===== src/rtl/rdiv_pkg.sv =====
`timescale 1ns / 1ps
// ----------------------------------------------------------------------------
// rdiv_pkg
// Shared types and constants for the pipelined restoring divider.
// ----------------------------------------------------------------------------
package rdiv_pkg;

  localparam int FIELD_W   = 64;
  localparam int DATA_W_DF = 64;

  typedef enum logic {
    MODE_UNSIGNED = 1'b0,
    MODE_SIGNED   = 1'b1
  } mode_t;

  typedef struct packed {
    logic               cmd;
    logic [FIELD_W-1:0] dividend;
    logic [FIELD_W-1:0] divisor;
  } in_item_t;

  typedef struct packed {
    logic [FIELD_W-1:0] quotient;
    logic [FIELD_W-1:0] remainder;
    logic               div_by_zero;
  } out_item_t;

  typedef struct packed {
    logic valid;
    logic flip;
    logic dz;
  } stage_ctl_t;

endpackage


===== src/rtl/rdiv_prep.sv =====
`timescale 1ns / 1ps
// ----------------------------------------------------------------------------
// rdiv_prep
// Input stage: takes operand magnitudes in signed mode and records the
// quotient sign and the zero divisor case.
// ----------------------------------------------------------------------------
module rdiv_prep
  import rdiv_pkg::*;
#(
  parameter int DATA_WIDTH = DATA_W_DF
) (
  input  logic                  clk,
  input  logic                  rst_n,
  input  logic                  en,
  input  logic                  in_valid,
  input  in_item_t              in_item,
  output stage_ctl_t            ctl_r,
  output logic [DATA_WIDTH-1:0] num_r,
  output logic [DATA_WIDTH-1:0] den_r
);

  logic [DATA_WIDTH-1:0] a;
  logic [DATA_WIDTH-1:0] b;
  logic                  a_neg;
  logic                  b_neg;
  logic [DATA_WIDTH-1:0] num_nxt;
  logic [DATA_WIDTH-1:0] den_nxt;
  stage_ctl_t            ctl_nxt;

  always_comb begin
    a       = in_item.dividend[DATA_WIDTH-1:0];
    b       = in_item.divisor[DATA_WIDTH-1:0];
    a_neg   = (in_item.cmd == MODE_SIGNED) && a[DATA_WIDTH-1];
    b_neg   = (in_item.cmd == MODE_SIGNED) && b[DATA_WIDTH-1];
    num_nxt = a_neg ? (~a + 1'b1) : a;
    den_nxt = b_neg ? (~b + 1'b1) : b;
    ctl_nxt.valid = in_valid;
    ctl_nxt.flip  = a_neg ^ b_neg;
    ctl_nxt.dz    = (b == '0);
  end

  always_ff @(posedge clk) begin
    if (!rst_n) begin
      ctl_r.valid <= 1'b0;
    end else if (en) begin
      ctl_r <= ctl_nxt;
    end
  end

  always_ff @(posedge clk) begin
    if (en) begin
      num_r <= num_nxt;
      den_r <= den_nxt;
    end
  end

endmodule


===== config.mk =====
export PLATFORM = sky130hd
export DESIGN_NAME = rdiv_prep
export DESIGN_NICKNAME = d
export VERILOG_FILES = /design/src/rtl/rdiv_pkg.sv /design/src/rtl/rdiv_prep.sv
export SDC_FILE = /design/constraint.sdc
export NUM_CORES = 1
export LEC_CHECK = 0
export ABC_AREA = 1
export BUFFER_PORTS_ARGS = -buffer_cell sky130_fd_sc_hd__buf_2
export CORE_ASPECT_RATIO = 2
export CORE_MARGIN = 10
export CORE_UTILIZATION = 33
export DETAILED_ROUTE_END_ITERATION = 7
export GPL_ROUTABILITY_DRIVEN = 0
export PLACE_DENSITY_LB_ADDON = 0.1
export REMOVE_ABC_BUFFERS = 1
export SETUP_SLACK_MARGIN = 0.15
export SLEW_MARGIN = 10
export SYNTH_ARGS = -nofsm -noshare
export SYNTH_HDL_FRONTEND = slang
export SYNTH_SLANG_ARGS = --single-unit
export TNS_END_PERCENT = 50

===== constraint.sdc =====
create_clock -name clk -period 1.6 [get_ports clk]
set_clock_uncertainty 0.1 [all_clocks]
set_input_delay 0.08 -clock clk [delete_from_list [all_inputs] [get_ports clk]]
set_output_delay 0.08 -clock clk [all_outputs]
set_load 0.02 [all_outputs]

==> impl_metrics.tcl <==
set metrics [dict create \
    clk-insertion-delay-late_ns 0.44 \
    first_pass_iters 7 \
    routed_wl_um 36130 \
    leakagePower_nw 6.078 \
    cts_sinks 131 \
    htreeDepth 4 \
    cp.required_ns 1.68 \
    clock.fmax_mhz 677.3 \
    finalNetCount 1775 \
    fin_hold_ws_ns -0.1145 \
    syn_inst 1080 \
    fin_cells 1991 \
    grt_overflow 0 \
    critPathMaxFanout 2 \
    syn-cell-area_mm2 0.008543 \
    worstSetupPathType "in2reg" \
    hpwlAfterDp_um 29680 \
    clk_pin_slew_ns 0.06 \
    initialDrtViolationCount 411 \
    grt_pass1_vias 9759 \
    yosysWarningCount 0 \
    post_drt_wl_per_cell_um 18.15 \
    status "finished, violations left" \
    core.rowCount 83 \
    synth_seq_area_share 0.4593 \
    dp_slack_ns -0.2705 \
    worstPathArrival_ns 1.55 \
    die_width_um 133.8 \
    synth_edf_count 130 \
    rsz0062_at_grt "yes" \
    avgViaCountPerCell 4.681 \
    die_h_um 247.5 \
    end_kind "register" \
    vias 9319 \
    hold_path_class "in2reg" \
    syn_area_per_cell_um2 7.910 \
    area_growth_pct 55.17 \
    setup_violations 0 \
    ir_drop_v 0.0005501 \
    clk_path_buf_depth 2 \
    synthArstFlopShare 0 \
    utilization 0.5168 \
    grt_pass1_wl_um 53900 \
    hold_violations 15 \
    slew_headroom 0.5731 \
    die_area_mm2 0.03311 \
    cts_tree "built" \
    cts_setup_buffers 0 \
    power.density_mw_per_mm2 800.9 \
    dp.cells 1855 \
    fin_ws_ns 0.1236 \
    synthDistinctLibCells 41 \
    start_kind "input port" \
    min_period_over_period 0.9228 \
    drive_above_1_share 0.3285 \
    route.detailed.drc 0 \
    ys.flop_type "edfxtp_1" \
    synth-seq-cells 131 \
    drv_cap 0 \
    min_period_ns 1.476 \
    track_usage 0.2182 \
    antenna_found_initial 1 \
    core_area_mm2 0.02565 \
    grt_max_degree 53 \
    clock_tree.root_cell "clkbuf_16" \
    cts_buffers 17 \
    tightest_slew_ns 0.6336 \
    violations "hold timing" \
    fin_total_pwr_w 0.01062 \
    portBuffers 263 \
    ant_nets 0 \
    initial_core_util 0.3331 \
    maxSlewViolCount 0 \
    ios 264 \
]
[report_power, final]
part           total (W)  switching [W]  leakage (nW)  internal, W
Combinational    0.00276        0.00165          4.55      0.00111
Sequential       0.00432      0.0000946          1.28      0.00422
Clock            0.00354        0.00146         0.247      0.00208
[flip-flops by register name, summed over array words and instances (netlist names)]
signal	count
num_r	64
den_r	64
ctl_r	3
[worst paths after layout]
check,start,cells after the start,endpoint,slack [ns]
setup / recovery,in_item[120],11,num_r[57],0.12
hold / removal,in_item[104],3,num_r[40],-0.11
setup reg to reg,ctl_r[2],3,ctl_r[2],0.30
hold reg to reg,ctl_r[2],3,ctl_r[2],1.01
[synth_stat cells, types with 3 or more instances]
master,n,area share
nand2_2,11,0.0081
o21ai_4,4,0.0076
edfxtp_1,130,0.46
o21ai_0,24,0.014
nand4_1,25,0.018
nand2_4,5,0.0066
nand3_2,3,0.0035
nand2_1,326,0.14
buf_2,4,0.0023
nand3_1,105,0.062
inv_1,98,0.043
xor2_1,37,0.038
inv_2,4,0.0018
nor2_1,192,0.084
nor2_4,11,0.014
nand3b_1,8,0.0070
nor2_2,13,0.0095
buf_4,5,0.0044
o21ai_1,4,0.0023
o21ai_2,7,0.0072
xnor2_1,29,0.030
a21oi_1,9,0.0053
[placed cells by master (no fill, tap or decap), types with 5 or more instances in the layout]
cell type / n
nor2_2: 15
nand2_4: 5
xnor2_1: 29
inv_1: 97
edfxtp_1: 130
nand2_2: 12
o21ai_0: 22
o21ai_2: 8
nand3b_1: 8
nor2_4: 11
buf_4: 179
a21oi_1: 9
clkbuf_16: 17
nand4_1: 25
buf_2: 262
nand3_1: 105
inv_2: 5
nand2_1: 325
xor2_1: 37
o21ai_1: 5
nor2_1: 190
dlygate4sd3_1: 106
buf_12: 7
[cell families after synthesis]
kind of cell    count (synthesis)  share of synthesized area
buf+inv                       116                    0.05580
fa+ha+maj                       2                   0.002929
flops                         131                     0.4593
xor+xnor                       67                    0.06957
compound gates                 57                    0.04526
simple gates                  707                     0.3672
[area by class of cell]
cell class	count	area (µm²)
inverter	103	389.1
fill	2574	12390
tap	340	425.4
clock buffer	21	440.4
sequential	131	3924
timing repair buffer	554	3856
antenna	1	2.502
clock inverter	8	65.06
multi-input combinational	833	4154
[metal layers]
metal  track usage  part of all wire
met1        0.1756              0.30
met2        0.4419              0.58
met3       0.05306             0.054
met4        0.1453             0.062
met5             0                 0
[metrics by stage]
stage | area [µm²] | setup TNS [ns]
floorplan | 8456 | -0.1139
global placement | 11680 | -7.945
detailed placement | 11680 | -8.721
CTS | 13190 | 0
global route | 13260 | 0
finish | 13260 | 0
[repair_timing]
item / in CTS / in global routing
endpoints found under the setup margin: 0 / 9
hold buffers: 101 / 6
resized for setup: 0 / 7
endpoints found under the hold margin: 116 / 16
[worst max-delay path, stage by stage]
cell	delay (ns)
buf_2	0.11
dlygate4sd3_1	0.55
buf_4	0.14
inv_1	0.06
nand3_1	0.07
nor2_1	0.13
nand4_1	0.11
nand2_1	0.10
nand2_1	0.05
nand2_1	0.06
nand2_1	0.09
(Power assumes the default switching activity.)
