### config.mk
export PLATFORM = sky130hd
export DESIGN_NAME = rdiv_fix
export DESIGN_NICKNAME = d
export VERILOG_FILES = /design/src/rtl/rdiv_pkg.sv /design/src/rtl/rdiv_fix.sv
export SDC_FILE = /design/constraint.sdc
export NUM_CORES = 1
export LEC_CHECK = 0
export CAP_MARGIN = 15
export CORE_MARGIN = 1
export CORE_UTILIZATION = 30
export DETAILED_ROUTE_END_ITERATION = 8
export DONT_BUFFER_PORTS = 1
export HOLD_SLACK_MARGIN = 0.02
export PLACE_DENSITY_LB_ADDON = 0.25
export SETUP_SLACK_MARGIN = 0.05
export SYNTH_ARGS = -nofsm -noshare
export SYNTH_HDL_FRONTEND = slang
export SYNTH_SLANG_ARGS = --single-unit
### constraint.sdc
create_clock -name clk -period 7.3 [get_ports clk]
set_clock_uncertainty 0.15 [all_clocks]
set_input_delay 1.095 -clock clk [delete_from_list [all_inputs] [get_ports clk]]
set_output_delay 1.095 -clock clk [all_outputs]
set_load 0.05 [all_outputs]
### src/rtl/rdiv_pkg.sv
`timescale 1ns / 1ps
// ----------------------------------------------------------------------------
// rdiv_pkg
// Shared types and constants for the pipelined restoring divider.
// ----------------------------------------------------------------------------
package rdiv_pkg;

  localparam int FIELD_W   = 64;
  localparam int DATA_W_DF = 64;

  typedef enum logic {
    MODE_UNSIGNED = 1'b0,
    MODE_SIGNED   = 1'b1
  } mode_t;

  typedef struct packed {
    logic               cmd;
    logic [FIELD_W-1:0] dividend;
    logic [FIELD_W-1:0] divisor;
  } in_item_t;

  typedef struct packed {
    logic [FIELD_W-1:0] quotient;
    logic [FIELD_W-1:0] remainder;
    logic               div_by_zero;
  } out_item_t;

  typedef struct packed {
    logic valid;
    logic flip;
    logic dz;
  } stage_ctl_t;

endpackage

### src/rtl/rdiv_fix.sv
`timescale 1ns / 1ps
// ----------------------------------------------------------------------------
// rdiv_fix
// Output stage: applies the quotient sign, forces zero results for a zero
// divisor and holds the finished item for the result channel.
// ----------------------------------------------------------------------------
module rdiv_fix
  import rdiv_pkg::*;
#(
  parameter int DATA_WIDTH = DATA_W_DF
) (
  input  logic                  clk,
  input  logic                  rst_n,
  input  logic                  en,
  input  stage_ctl_t            ctl_i,
  input  logic [DATA_WIDTH-1:0] quo_i,
  input  logic [DATA_WIDTH-1:0] rem_i,
  output logic                  out_valid_r,
  output out_item_t             out_item_r
);

  logic [DATA_WIDTH-1:0] quo_s;
  out_item_t             item_nxt;

  always_comb begin
    quo_s = ctl_i.flip ? (~quo_i + 1'b1) : quo_i;
    item_nxt.div_by_zero = ctl_i.dz;
    item_nxt.quotient    = ctl_i.dz ? '0 : FIELD_W'(quo_s);
    item_nxt.remainder   = ctl_i.dz ? '0 : FIELD_W'(rem_i);
  end

  always_ff @(posedge clk) begin
    if (!rst_n) begin
      out_valid_r <= 1'b0;
    end else if (en) begin
      out_valid_r <= ctl_i.valid;
    end
  end

  always_ff @(posedge clk) begin
    if (en) begin
      out_item_r <= item_nxt;
    end
  end

endmodule

==> results.py <==
metrics = {
    "run_status": {
        "status": "completed",
    },
    "yosys": {
        "synthMuxAreaShare": 0.0359,
        "postSynthCellCount": 567,
        "synth_flop_cell": "edfxtp_1",
        "yosys.area.top_type": "edfxtp_1",
        "yosys.cell_count.top_type": "edfxtp_1",
        "ys_seq_elements": 130,
        "synth-warning-count": 0,
        "ys_seq_area_frac": 0.592,
        "yosys-top-cells-count": "129 x edfxtp_1, 78 x nor2b_1, 51 x nor2_1",
        "netlist_area_um2": 6580,
        "synth-async-reset-ratio": 0,
        "synth-xor-area-share": 0.0399,
        "synth_enable_flop_cells": 129,
        "syn_nets": 702,
        "synth-compound-area-share": 0.0760,
        "synth_cell_types": 44,
        "synthAdderAreaFrac": 0.00190,
        "netlist_top_cells_area": "edfxtp_1 59%, nor2b_1 7.4%, xor2_1 3.7%, nor2_1 2.9%, nor3_1 2.2%",
        "synth_top_family_by_area": "simple AND/OR/NAND/NOR gates",
        "synthSimpleGateAreaFrac": 0.233,
        "yosysTopAreaCellShare": 0.588,
        "syn_area_per_cell_um2": 11.6,
    },
    "worst_setup_path": {
        "worst_path_most_repeated_cell": "or4_4",
        "slowest_delay_ns": 0.63,
        "worst_setup_path_start_kind": "primary input",
        "cp-end-kind": "flop",
        "crit_required_ns": 7.32,
        "setup.worst_path.start": "quo_i[10]",
        "r2r_start": "out_valid_r",
        "slowest_stage": "or4_4",
        "cp.arrival_ns": 3.50,
        "crit_chain": "or4_4 -> or4_4 -> or4_4 -> o31ai_1 -> mux2_1",
        "critPathKind": "primary input to flop",
        "critPathTopFamily": "simple AND/OR/NAND/NOR gates",
        "crit_buf_inv": 0,
        "cp_max_fo": 13,
    },
    "die": {
        "coreArea_um2": 21300,
        "pin_count": 264,
        "start_util": 0.309,
        "die_area_um2": 22500,
        "die_height_um": 150,
        "fp.dieW_um": 150,
        "std_cell_rows": 53,
    },
    "pwr": {
        "seq_power_share": 0.532,
        "p_sw_w": 0.000640,
        "pwr-share-clk": 0.428,
        "p_leak_nw": 2.41,
        "p_sw_frac": 0.296,
        "powerDensity_nw_per_um2": 290,
        "pwr-share-comb": 0.040,
        "power_w": 0.00216,
        "p_int_w": 0.00152,
        "irDropWorstVdd_v": 0.000117,
    },
    "timing": {
        "timing.setup.tns_ns": 0,
        "finalCritPeriodShare": 0.477,
        "max-slew-margin-rel": 0.432,
        "max_slew.worst_pin.slew_ns": 0.845,
        "hold_viol_final": 0,
        "clock.fmax_mhz": 287,
        "min_period_ns": 3.48,
        "setup_viol": 0,
        "rsz0062_at_grt": "no",
        "holdWs_ns": 0.630,
        "final_max_slew_viol_count": 0,
    },
    "grt": {
        "antenna_found_initial": 0,
        "grt_max_degree": 158,
        "grt_pass1_wl_um": 26900,
        "grt_remaining_overflow": 0,
        "grt_pass1_vias": 4507,
        "grtUsageTotal": 0.161,
    },
    "routing": {
        "initialDrtViolationCount": 295,
        "vias_per_cell": 5.50,
        "drc": 0,
        "drt-pass1-iter-count": 4,
        "wirelength_um": 18700,
        "wl_per_cell_um": 22.1,
        "vias": 4654,
        "ant_nets": 0,
    },
    "clocking": {
        "cts_hold_buf": 0,
        "cts.root.buffer_cell": "clkbuf_16",
        "cts_tree": "yes",
        "htreeDepth": 4,
        "postCtsResizedCells": 0,
        "post_cts.repair.setup_buffers": 0,
        "cts.path.max_buffers": 2,
        "clock_insertion_delay_worst_skew_ns": 0.41,
        "cts_buffers": 17,
        "cts.sinks": 130,
        "clkSlewWorstSetupHoldPaths_ns": 0.06,
    },
    "worst_hold_path": {
        "hold_start": "ctl_i[0]",
        "min_path_type": "primary input to flop",
    },
    "placement": {
        "place.gp.congestion": 0.833,
        "portBuffers": 0,
        "dp_hpwl_um": 13100,
        "dp.cells": 814,
    },
    "final_layout": {
        "syn_to_final_growth_pct": 13.4,
        "drive_above_1_share": 0.0893,
        "utilization": 0.351,
        "antenna_cells": 0,
        "fin_cells": 846,
        "n_fill_cell": 2094,
        "nets": 693,
    },
    "run": {
        "max_cap_viol_count": 0,
    },
}
layout by cell type, fill, tap and decap left out, types with 2 or more instances in the layout:
master	n
bufinv_16	4
nor2b_1	78
and3_1	10
mux2_1	5
a21oi_1	17
nor3_1	29
mux2_2	8
nand3_1	10
o41ai_1	10
inv_6	3
nand2_1	24
nor4_1	16
nand2b_1	4
a31oi_1	5
o21ai_0	19
clkinv_4	4
inv_1	5
xor2_1	28
mux2i_1	9
o31ai_1	15
xnor2_1	2
or4_1	10
edfxtp_1	129
o311ai_0	5
nor3b_1	5
clkinv_2	2
or3_1	13
buf_4	3
nor2_1	51
nor4b_1	3
or4_4	4
nand4_1	8
clkbuf_16	17
final timing paths:
kind | to | slack (ns) | cells after the start
setup reg to reg | out_valid_r | 6.18 | 2
hold / removal | out_item_r[0] | 0.63 | 0
hold reg to reg | out_valid_r | 0.64 | 2
setup / recovery | out_item_r[110] | 3.82 | 5
worst reg2reg max path, delay by kind of cell, from the launching register on:
family | cells | cell delay [ns]
DFF | 1 | 0.65
muxes | 1 | 0.14
and+or+nand+nor | 1 | 0.12
final cells by class:
class / instances / area (µm²) / area share
inverter: 6 / 22.5 / 0.00302
sequential: 130 / 3890 / 0.522
timing repair buffer: 3 / 22.5 / 0.00302
multi-input combinational: 400 / 2550 / 0.341
tap: 275 / 344 / 0.0461
clock inverter: 14 / 203 / 0.0272
clock buffer: 18 / 429 / 0.0575
through the flow:
| step | area (µm²) | worst slack (ns) |
|---|---|---|
| 5_1_grt | 7460 | 3.68 |
| 3_5_place_dp | 6830 | 3.31 |
| 4_1_cts | 7460 | 3.75 |
| 6_report | 7460 | 3.82 |
| 3_3_place_gp | 6830 | 3.38 |
| 2_1_floorplan | 6580 | 3.63 |
power by group through the flow:
stage / Clock [W] / Combinational (W) / Sequential (W)
3_3_place_gp: 0 / 0.0000862 / 0.00117
5_1_grt: 0.000980 / 0.000100 / 0.00116
2_1_floorplan: 0 / 0.0000850 / 0.00115
3_5_place_dp: 0 / 0.0000895 / 0.00117
6_report: 0.000926 / 0.0000877 / 0.00115
4_1_cts: 0.000955 / 0.0000900 / 0.00115
routing by layer:
layer / share of wire / GRT usage / up-vias
met5: 0 / 0 / -
met4: 0.021 / 0.0641 / 0
met3: 0.13 / 0.0806 / 26
met2: 0.47 / 0.266 / 263
met1: 0.38 / 0.176 / 2244
li1: - / - / 2121
sequential cells by signal, indices dropped and copies added (netlist names):
register     cells
out_valid_r      1
out_item_r     129
cells by family after synthesis:
logic type	after synthesis
DFF	130
and+or+nand+nor	271
buffers and inverters	37
adders and majority gates	1
muxes	22
xor gates and xnor gates	30
AOI/OAI and AO/OA	76
No activity file was read; power rests on OpenSTA's default activity.
