<file path="src/rtl/rdiv_pkg.sv">
`timescale 1ns / 1ps
// ----------------------------------------------------------------------------
// rdiv_pkg
// Shared types and constants for the pipelined restoring divider.
// ----------------------------------------------------------------------------
package rdiv_pkg;

  localparam int FIELD_W   = 64;
  localparam int DATA_W_DF = 64;

  typedef enum logic {
    MODE_UNSIGNED = 1'b0,
    MODE_SIGNED   = 1'b1
  } mode_t;

  typedef struct packed {
    logic               cmd;
    logic [FIELD_W-1:0] dividend;
    logic [FIELD_W-1:0] divisor;
  } in_item_t;

  typedef struct packed {
    logic [FIELD_W-1:0] quotient;
    logic [FIELD_W-1:0] remainder;
    logic               div_by_zero;
  } out_item_t;

  typedef struct packed {
    logic valid;
    logic flip;
    logic dz;
  } stage_ctl_t;

endpackage

</file>
<file path="src/rtl/rdiv_step.sv">
`timescale 1ns / 1ps
// ----------------------------------------------------------------------------
// rdiv_step
// One restoring division step: shifts the next dividend bit into the
// partial remainder, subtracts the divisor when it fits and shifts the
// quotient bit into the freed low end of the dividend register.
// ----------------------------------------------------------------------------
module rdiv_step
  import rdiv_pkg::*;
#(
  parameter int DATA_WIDTH = DATA_W_DF
) (
  input  logic                  clk,
  input  logic                  rst_n,
  input  logic                  en,
  input  stage_ctl_t            ctl_i,
  input  logic [DATA_WIDTH-1:0] rem_i,
  input  logic [DATA_WIDTH-1:0] nq_i,
  input  logic [DATA_WIDTH-1:0] den_i,
  output stage_ctl_t            ctl_r,
  output logic [DATA_WIDTH-1:0] rem_r,
  output logic [DATA_WIDTH-1:0] nq_r,
  output logic [DATA_WIDTH-1:0] den_r
);

  logic                  carry;
  logic [DATA_WIDTH-1:0] shifted;
  logic [DATA_WIDTH-1:0] diff;
  logic                  take;
  logic [DATA_WIDTH-1:0] rem_nxt;
  logic [DATA_WIDTH-1:0] nq_nxt;

  always_comb begin
    carry   = rem_i[DATA_WIDTH-1];
    shifted = {rem_i[DATA_WIDTH-2:0], nq_i[DATA_WIDTH-1]};
    diff    = shifted - den_i;
    take    = carry || (shifted >= den_i);
    rem_nxt = take ? diff : shifted;
    nq_nxt  = {nq_i[DATA_WIDTH-2:0], take};
  end

  always_ff @(posedge clk) begin
    if (!rst_n) begin
      ctl_r.valid <= 1'b0;
    end else if (en) begin
      ctl_r <= ctl_i;
    end
  end

  always_ff @(posedge clk) begin
    if (en) begin
      rem_r <= rem_nxt;
      nq_r  <= nq_nxt;
      den_r <= den_i;
    end
  end

endmodule

</file>
<file path="config.mk">
export PLATFORM = sky130hd
export DESIGN_NAME = rdiv_step
export DESIGN_NICKNAME = d
export VERILOG_FILES = /design/src/rtl/rdiv_pkg.sv /design/src/rtl/rdiv_step.sv
export SDC_FILE = /design/constraint.sdc
export NUM_CORES = 1
export LEC_CHECK = 0
export ABC_AREA = 1
export BUFFER_PORTS_ARGS = -buffer_cell sky130_fd_sc_hd__clkbuf_2
export CAP_MARGIN = 5
export CORE_AREA = 2 2 168 170
export CTS_CLUSTER_DIAMETER = 200
export DETAILED_ROUTE_END_ITERATION = 16
export DIE_AREA = 0 0 170 172
export GPL_TIMING_DRIVEN = 0
export PLACE_DENSITY = 0.82
export SETUP_SLACK_MARGIN = 0.3
export SYNTH_ARGS = -nofsm -noshare
export SYNTH_HDL_FRONTEND = slang
export SYNTH_SLANG_ARGS = --single-unit
</file>
<file path="constraint.sdc">
create_clock -name clk -period 1.99 [get_ports clk]
set_input_delay 0.199 -clock clk [delete_from_list [all_inputs] [get_ports clk]]
set_output_delay 0.199 -clock clk [all_outputs]
set_load 0.02 [all_outputs]
</file>
==> results_dict.tcl, run 1 <==
set metrics [dict create \
    clk_pin_slew_ns 0.09 \
    fp.dieW_um 170 \
    rsz0062_at_grt "yes" \
    drive_gt1_share_pct 28.7 \
    drtIter0Drc 1112 \
    period_needed_ns 1.96 \
    die_y_um 172 \
    ys_seq_elements 195 \
    drtPass1Iterations 8 \
    worst_pin_slew_ns 0.689 \
    final.setup_skew_ns 0 \
    post-route-period-util_pct 98.3 \
    arrival_ns 2.17 \
    ant_nets 0 \
    ir_worst_vdd_mv 0.599 \
    grt_overflow 0 \
    pin_count 393 \
    status "complete, no violations" \
    nNetsFinal 2607 \
    hold_viol 0 \
    ctsRootBufferMaster "clkbuf_16" \
    vias 13400 \
    cts_buffer_depth 2 \
    crit_required_ns 2.20 \
    syn_avg_cell_area_um2 7.33 \
    cap_violations 0 \
    p_per_area_nw_per_um2 698 \
    start_util_pct 47.4 \
    placed_area_um2 15600 \
    numCtsBuffers 17 \
    wl_mm 49.0 \
    syn_area_um2 13000 \
    leakagePower_nw 9.97 \
    dieArea_um2 29200 \
    insertion_delay_ns 0.46 \
    relSlewSlack_pct 54.1 \
    grt_pass1_vias 13100 \
    stdcell_area_um2 18700 \
    dp_hpwl_mm 35.7 \
    antenna_found_initial 1 \
    post_drt_wl_per_cell_um 18.1 \
    synth_nets 2040 \
    grt_first_pass_wirelength_mm 71.8 \
    seq_area_frac_synth_pct 44.9 \
    synth-main-ff-cell "edfxtp_1" \
    startpoint_type "input pin" \
    cts_tree "yes" \
    htreeDepth 4 \
    synthCells 1777 \
    grt_use_met1_pct 39.2 \
    critPathKind "in -> reg" \
    core_um2 27500 \
    grt_max_degree 125 \
    synth_edf_count 194 \
    crit_fanout 7 \
    top_usage_layer "met2" \
    drc_errors 0 \
    ys_types 36 \
    area_growth_pct 43.8 \
    met3_usage_pct 5.54 \
    cts_sinks 195 \
    grt_usage_pct 32.8 \
    async_flop_share_pct 0 \
    hold_class "in -> reg" \
    worst_setup_path_end_kind "flip-flop" \
    max_freq_ghz 0.511 \
    met2_usage_pct 57.7 \
    nFillCells 2202 \
    port_buffers 392 \
    gp_congestion 0.987 \
    power_mw 13.1 \
    avgViaCountPerCell 4.95 \
    setup_viol 0 \
    yosys_warnings 0 \
    num_rows 61 \
    slew_viol_final 0 \
]
==> cell usage after synthesis (2+ instances only) <==
library cell  number  area (um^2)
inv_2              6         22.5
nand3_1           81          405
buf_4              5         37.5
buf_2              5         25.0
and2_1             5         31.3
nor3_2             3         30.0
nand3_2           11          110
nor2_2             9         56.3
and3_1             3         18.8
edfxtp_1         194         5830
nor2_1           107          402
nand2_4            3         33.8
ha_1              64          801
a21oi_1           42          210
xor2_1            30          263
nand2_1          750         2820
o21ai_0            6         30.0
o21bai_1           2         15.0
inv_1            397         1490
buf_8              2         30.0
nor2_4             2         22.5
nand4_1           20          125
nor3_1             7         35.0
nand2_2           11         68.8
==> layout by cell type (no fill, tap or decap), types with 7 or more instances in the layout <==
master / instances
clkbuf_2: 390
xor2_1: 30
clkbuf_16: 20
inv_1: 392
inv_2: 10
edfxtp_1: 194
nor2_1: 87
nand3_1: 67
nand4_1: 20
nand2_2: 71
a21oi_1: 37
nor2_2: 20
ha_1: 13
nor2_4: 11
nand3_2: 18
ha_4: 35
nand3_4: 7
ha_2: 16
nand2_1: 686
dlygate4sd3_1: 132
buf_4: 18
==> cells by family (layout without fill, tap and decap cells) <==
group / count (synthesis) / after routing / synth area share (%)
flip-flops: 195 / 195 / 44.9
XOR/XNOR: 31 / 31 / 2.08
AO/OA/AOI/OAI: 54 / 54 / 2.18
AND/OR/NAND/NOR: 1014 / 1014 / 32.0
other: 0 / 1 / 0
adder cells (fa/ha/maj): 65 / 65 / 6.30
buffers and inverters: 418 / 998 / 12.6
==> flip-flops by register name, indices dropped and copies added, names as in the netlist <==
signal / cells
rem_r: 64
nq_r: 64
den_r: 64
ctl_r: 3
==> path summary, 6_finish.rpt <==
| check | startpoint | endpoint | slack, ns | cells past startpoint |
|---|---|---|---|---|
| worst min-delay path | rem_i[45] | rem_r[46]$_DFFE_PP_ | 0.02 | 3 |
| worst max-delay path | nq_i[63] | rem_r[20]$_DFFE_PP_ | 0.03 | 19 |
| worst min register to register | ctl_r[2]$_SDFFE_PN0P_ | ctl_r[2]$_SDFFE_PN0P_ | 0.56 | 2 |
| worst max register to register | ctl_r[2]$_SDFFE_PN0P_ | ctl_r[2]$_SDFFE_PN0P_ | 1.32 | 2 |
==> critical path, stage by stage <==
cell and delay (ns):
clkbuf_16 0.12, inv_12 0.03, ha_4 0.15, fa_2 0.37, inv_2 0.08, nand3_2 0.08
nand2_4 0.10, nand2_4 0.06, nand2_4 0.09, nand2_4 0.05, nand2_4 0.07, nand2_2 0.06
nand3_2 0.09, nand2_4 0.07, nand2_8 0.16, inv_16 0.08, buf_8 0.14, nand2_2 0.08
nand2_2 0.06
==> per-stage QoR <==
stage	std cells	utilization [%]	setup WS, ns	TNS (ns)	hold WS, ns
6_report	2704	68.2	0.0341	0	0.0212
5_1_grt	2704	68.2	-0.0176	-0.118	0.0184
4_1_cts	2696	67.2	0.141	0	0.00160
3_5_place_dp	2516	56.7	-0.803	-40.79	0.378
3_3_place_gp	2515	56.6	-2.15	-431.41	0.377
2_1_floorplan	1777	-	-0.0117	-0.444	0.292
==> where the power goes <==
part	switching (mW)	leakage [nW]	internal [mW]	total [mW]
Combinational	2.76	7.78	1.60	4.36
Sequential	0.131	1.91	5.04	5.17
Clock	1.84	0.285	1.71	3.55
==> cell type report <==
class | instances | area, um^2 | share of cell area [%]
Sequential cell | 195 | 5850 | 31.2
Clock buffer | 17 | 425 | 2.27
Buffer | 14 | 203 | 1.08
Timing Repair Buffer | 547 | 3590 | 19.2
Tap cell | 346 | 433 | 2.31
Clock inverter | 15 | 188 | 1.00
Antenna cell | 1 | 2.50 | 0.0134
Timing Repair inverter | 1 | 8.76 | 0.0467
Inverter | 404 | 1550 | 8.24
Multi-Input combinational cell | 1164 | 6500 | 34.7
==> per-layer routing <==
| metal | vias to the layer above | share of wire (%) |
|---|---|---|
| met5 | - | 0 |
| met3 | 115 | 6.8 |
| met4 | 0 | 4.6 |
| met2 | 552 | 49 |
| li1 | 6586 | - |
| met1 | 6145 | 39 |
==> what timing repair did <==
| action | CTS | global route |
|---|---|---|
| hold buffers | 132 | 0 |
| setup endpoints to repair | 65 | 65 |
| gates resized for setup | 152 | 55 |
| gates cloned | 3 | 2 |
| pin swaps | 32 | 14 |
| setup buffers | 13 | 5 |
| hold endpoints to repair | 131 | 0 |
Power figures use the tool's default switching activity.
==> run 2, diff against run 1 <==
--- a/config.mk
+++ b/config.mk
@@ -8,12 +8,14 @@
 export ABC_AREA = 1
 export BUFFER_PORTS_ARGS = -buffer_cell sky130_fd_sc_hd__clkbuf_2
 export CAP_MARGIN = 5
-export CORE_AREA = 2 2 168 170
+export CELL_PAD_IN_SITES_DETAIL_PLACEMENT = 1
+export CELL_PAD_IN_SITES_GLOBAL_PLACEMENT = 2
+export CORE_AREA = 2 2 227 229
 export CTS_CLUSTER_DIAMETER = 200
 export DETAILED_ROUTE_END_ITERATION = 16
-export DIE_AREA = 0 0 170 172
+export DIE_AREA = 0 0 229 231
 export GPL_TIMING_DRIVEN = 0
-export PLACE_DENSITY = 0.82
+export PLACE_DENSITY = 0.81
 export SETUP_SLACK_MARGIN = 0.3
 export SYNTH_ARGS = -nofsm -noshare
 export SYNTH_HDL_FRONTEND = slang
==> results_dict.tcl, run 2 (same netlist as run 1, synthesis figures left out) <==
set metrics [dict create \
    final_cell_mix "650 x nand2_1, 387 x clkbuf_2, 386 x inv_1, 194 x edfxtp_1, 161 x dlygate4sd3_1" \
    cts_buffer_depth 2 \
    pwr-share-clk_pct 27.1 \
    swShare_pct 36.8 \
    post-route-period-util_pct 96.9 \
    relSlewSlack_pct 46.8 \
    core_um2 50700 \
    numCtsBuffers 17 \
    grt_pass1_vias 14300 \
    p_per_area_nw_per_um2 671 \
    dp_hpwl_mm 45.2 \
    num_rows 83 \
    cap_violations 0 \
    crit_fanout 6 \
    crit_required_ns 2.35 \
    dieArea_um2 52900 \
    final.setup.worst_slack_ns 0.0615 \
    rsz0062_at_grt "yes" \
    pwr-share-seq_pct 38.2 \
    clk_pin_slew_ns 0.08 \
    vias 13300 \
    port_buffers 392 \
    ant_nets 0 \
    insertion_delay_ns 0.49 \
    stdcell_area_um2 20100 \
    internal_power_mw 8.53 \
    final.setup_skew_ns 0 \
    cts_tree "yes" \
    final_common_cell "nand2_1" \
    grt_first_pass_wirelength_mm 84.4 \
    critPathKind "in -> reg" \
    area_growth_pct 54.4 \
    p_sw_mw 4.97 \
    drc_errors 0 \
    drtPass1Iterations 4 \
    placed_area_um2 16000 \
    combPwrFrac_pct 34.7 \
    top_regs "den_r x64, nq_r x64, rem_r x64" \
    gp_congestion 0.898 \
    fp.dieW_um 229 \
    grt_overflow 0 \
    setup_viol 0 \
    start_util_pct 25.7 \
    pre_cts_ws_ns -1.15 \
    ctsRootBufferMaster "clkbuf_16" \
    antenna_found_initial 5 \
    nNetsFinal 2655 \
    nFillCells 6187 \
    max_freq_ghz 0.519 \
    grt_max_degree 113 \
    drtIter0Drc 605 \
    worst_pin_slew_ns 0.798 \
    leakagePower_nw 10.3 \
    hold_viol 0 \
    die_y_um 231 \
    startpoint_type "input pin" \
    status "complete, no violations" \
    arrival_ns 2.29 \
    ir_worst_vdd_mv 0.568 \
    hold_class "in -> reg" \
    htreeDepth 4 \
    wl_mm 56.5 \
    pin_count 393 \
    cts_sinks 195 \
    post_drt_wl_per_cell_um 18.3 \
    worst_setup_path_end_kind "flip-flop" \
    slew_viol_final 0 \
    grt_usage_pct 21.4 \
    drive_gt1_share_pct 31.7 \
    avgViaCountPerCell 4.31 \
    period_needed_ns 1.93 \
]
run 2: timing repair:
action,4_1_cts,5_1_grt
setup buffers,31,7
hold endpoints to repair,162,0
pin swaps,46,31
gates cloned,3,1
endpoints found under the setup margin,65,65
hold buffers,161,0
resized for setup,276,52
run 2: power groups by stage:
stage	registers (mW)	logic, mW	clock network (mW)
6_report	5.16	4.68	3.66
5_1_grt	5.20	5.13	3.91
4_1_cts	5.17	4.60	3.80
3_5_place_dp	5.26	3.78	0
3_3_place_gp	5.27	3.73	0
2_1_floorplan	5.81	1.68	0
run 2: final timing paths:
check	start	to	slack, ns	depth (start not counted)
worst max-delay path	den_i[57]	rem_r[22]$_DFFE_PP_	0.06	16
worst min register to register	ctl_r[2]$_SDFFE_PN0P_	ctl_r[2]$_SDFFE_PN0P_	0.57	2
worst min-delay path	rem_i[57]	rem_r[58]$_DFFE_PP_	0.04	3
worst max register to register	ctl_r[2]$_SDFFE_PN0P_	ctl_r[2]$_SDFFE_PN0P_	1.32	2
run 2: stage by stage:
stage / setup TNS, ns / hold WS [ns] / instances / util (%) / power (mW)
detailed placement: -47.61 / 0.378 / 2850 / 31.6 / 9.04
finish: 0 / 0.0401 / 3089 / 39.7 / 13.5
global route: -0.298 / 0.0211 / 3089 / 39.7 / 14.2
CTS: 0 / 0.0000930 / 3077 / 39.2 / 13.6
floorplan: -0.444 / 0.292 / 1777 / - / 7.48
global placement: -479.36 / 0.377 / 2849 / 31.5 / 9.00
run 2: critical path, cell delays in order:
cell       delay [ns]
clkbuf_2         0.09
inv_1            0.07
ha_4             0.27
nand2_1          0.06
inv_2            0.08
nand3_4          0.09
nor3_4           0.30
nand2_2          0.13
nor3_4           0.22
nand2_4          0.09
nand2_8          0.13
buf_12           0.16
buf_8            0.13
clkbuf_16        0.14
nand2_2          0.04
nand2_1          0.05
run 2: area by class of cell:
class | count | area (um^2) | share of cell area, %
timing repair buffer | 596 | 4060 | 20.2
sequential | 195 | 5850 | 29.1
inverter | 404 | 1550 | 7.69
buffer | 14 | 205 | 1.02
antenna | 4 | 10.0 | 0.0498
tap | 680 | 851 | 4.23
multi-input combinational | 1164 | 6980 | 34.7
clock buffer | 17 | 425 | 2.11
clock inverter | 15 | 195 | 0.970
run 2: metal layers:
metal | GRT usage (%) | vias up | part of all wire, %
met5 | 0 | - | 0.048
met4 | 6.94 | 4 | 2.3
met3 | 3.35 | 58 | 3.5
met2 | 37.7 | 280 | 50
met1 | 26.8 | 6309 | 44
li1 | - | 6678 | -
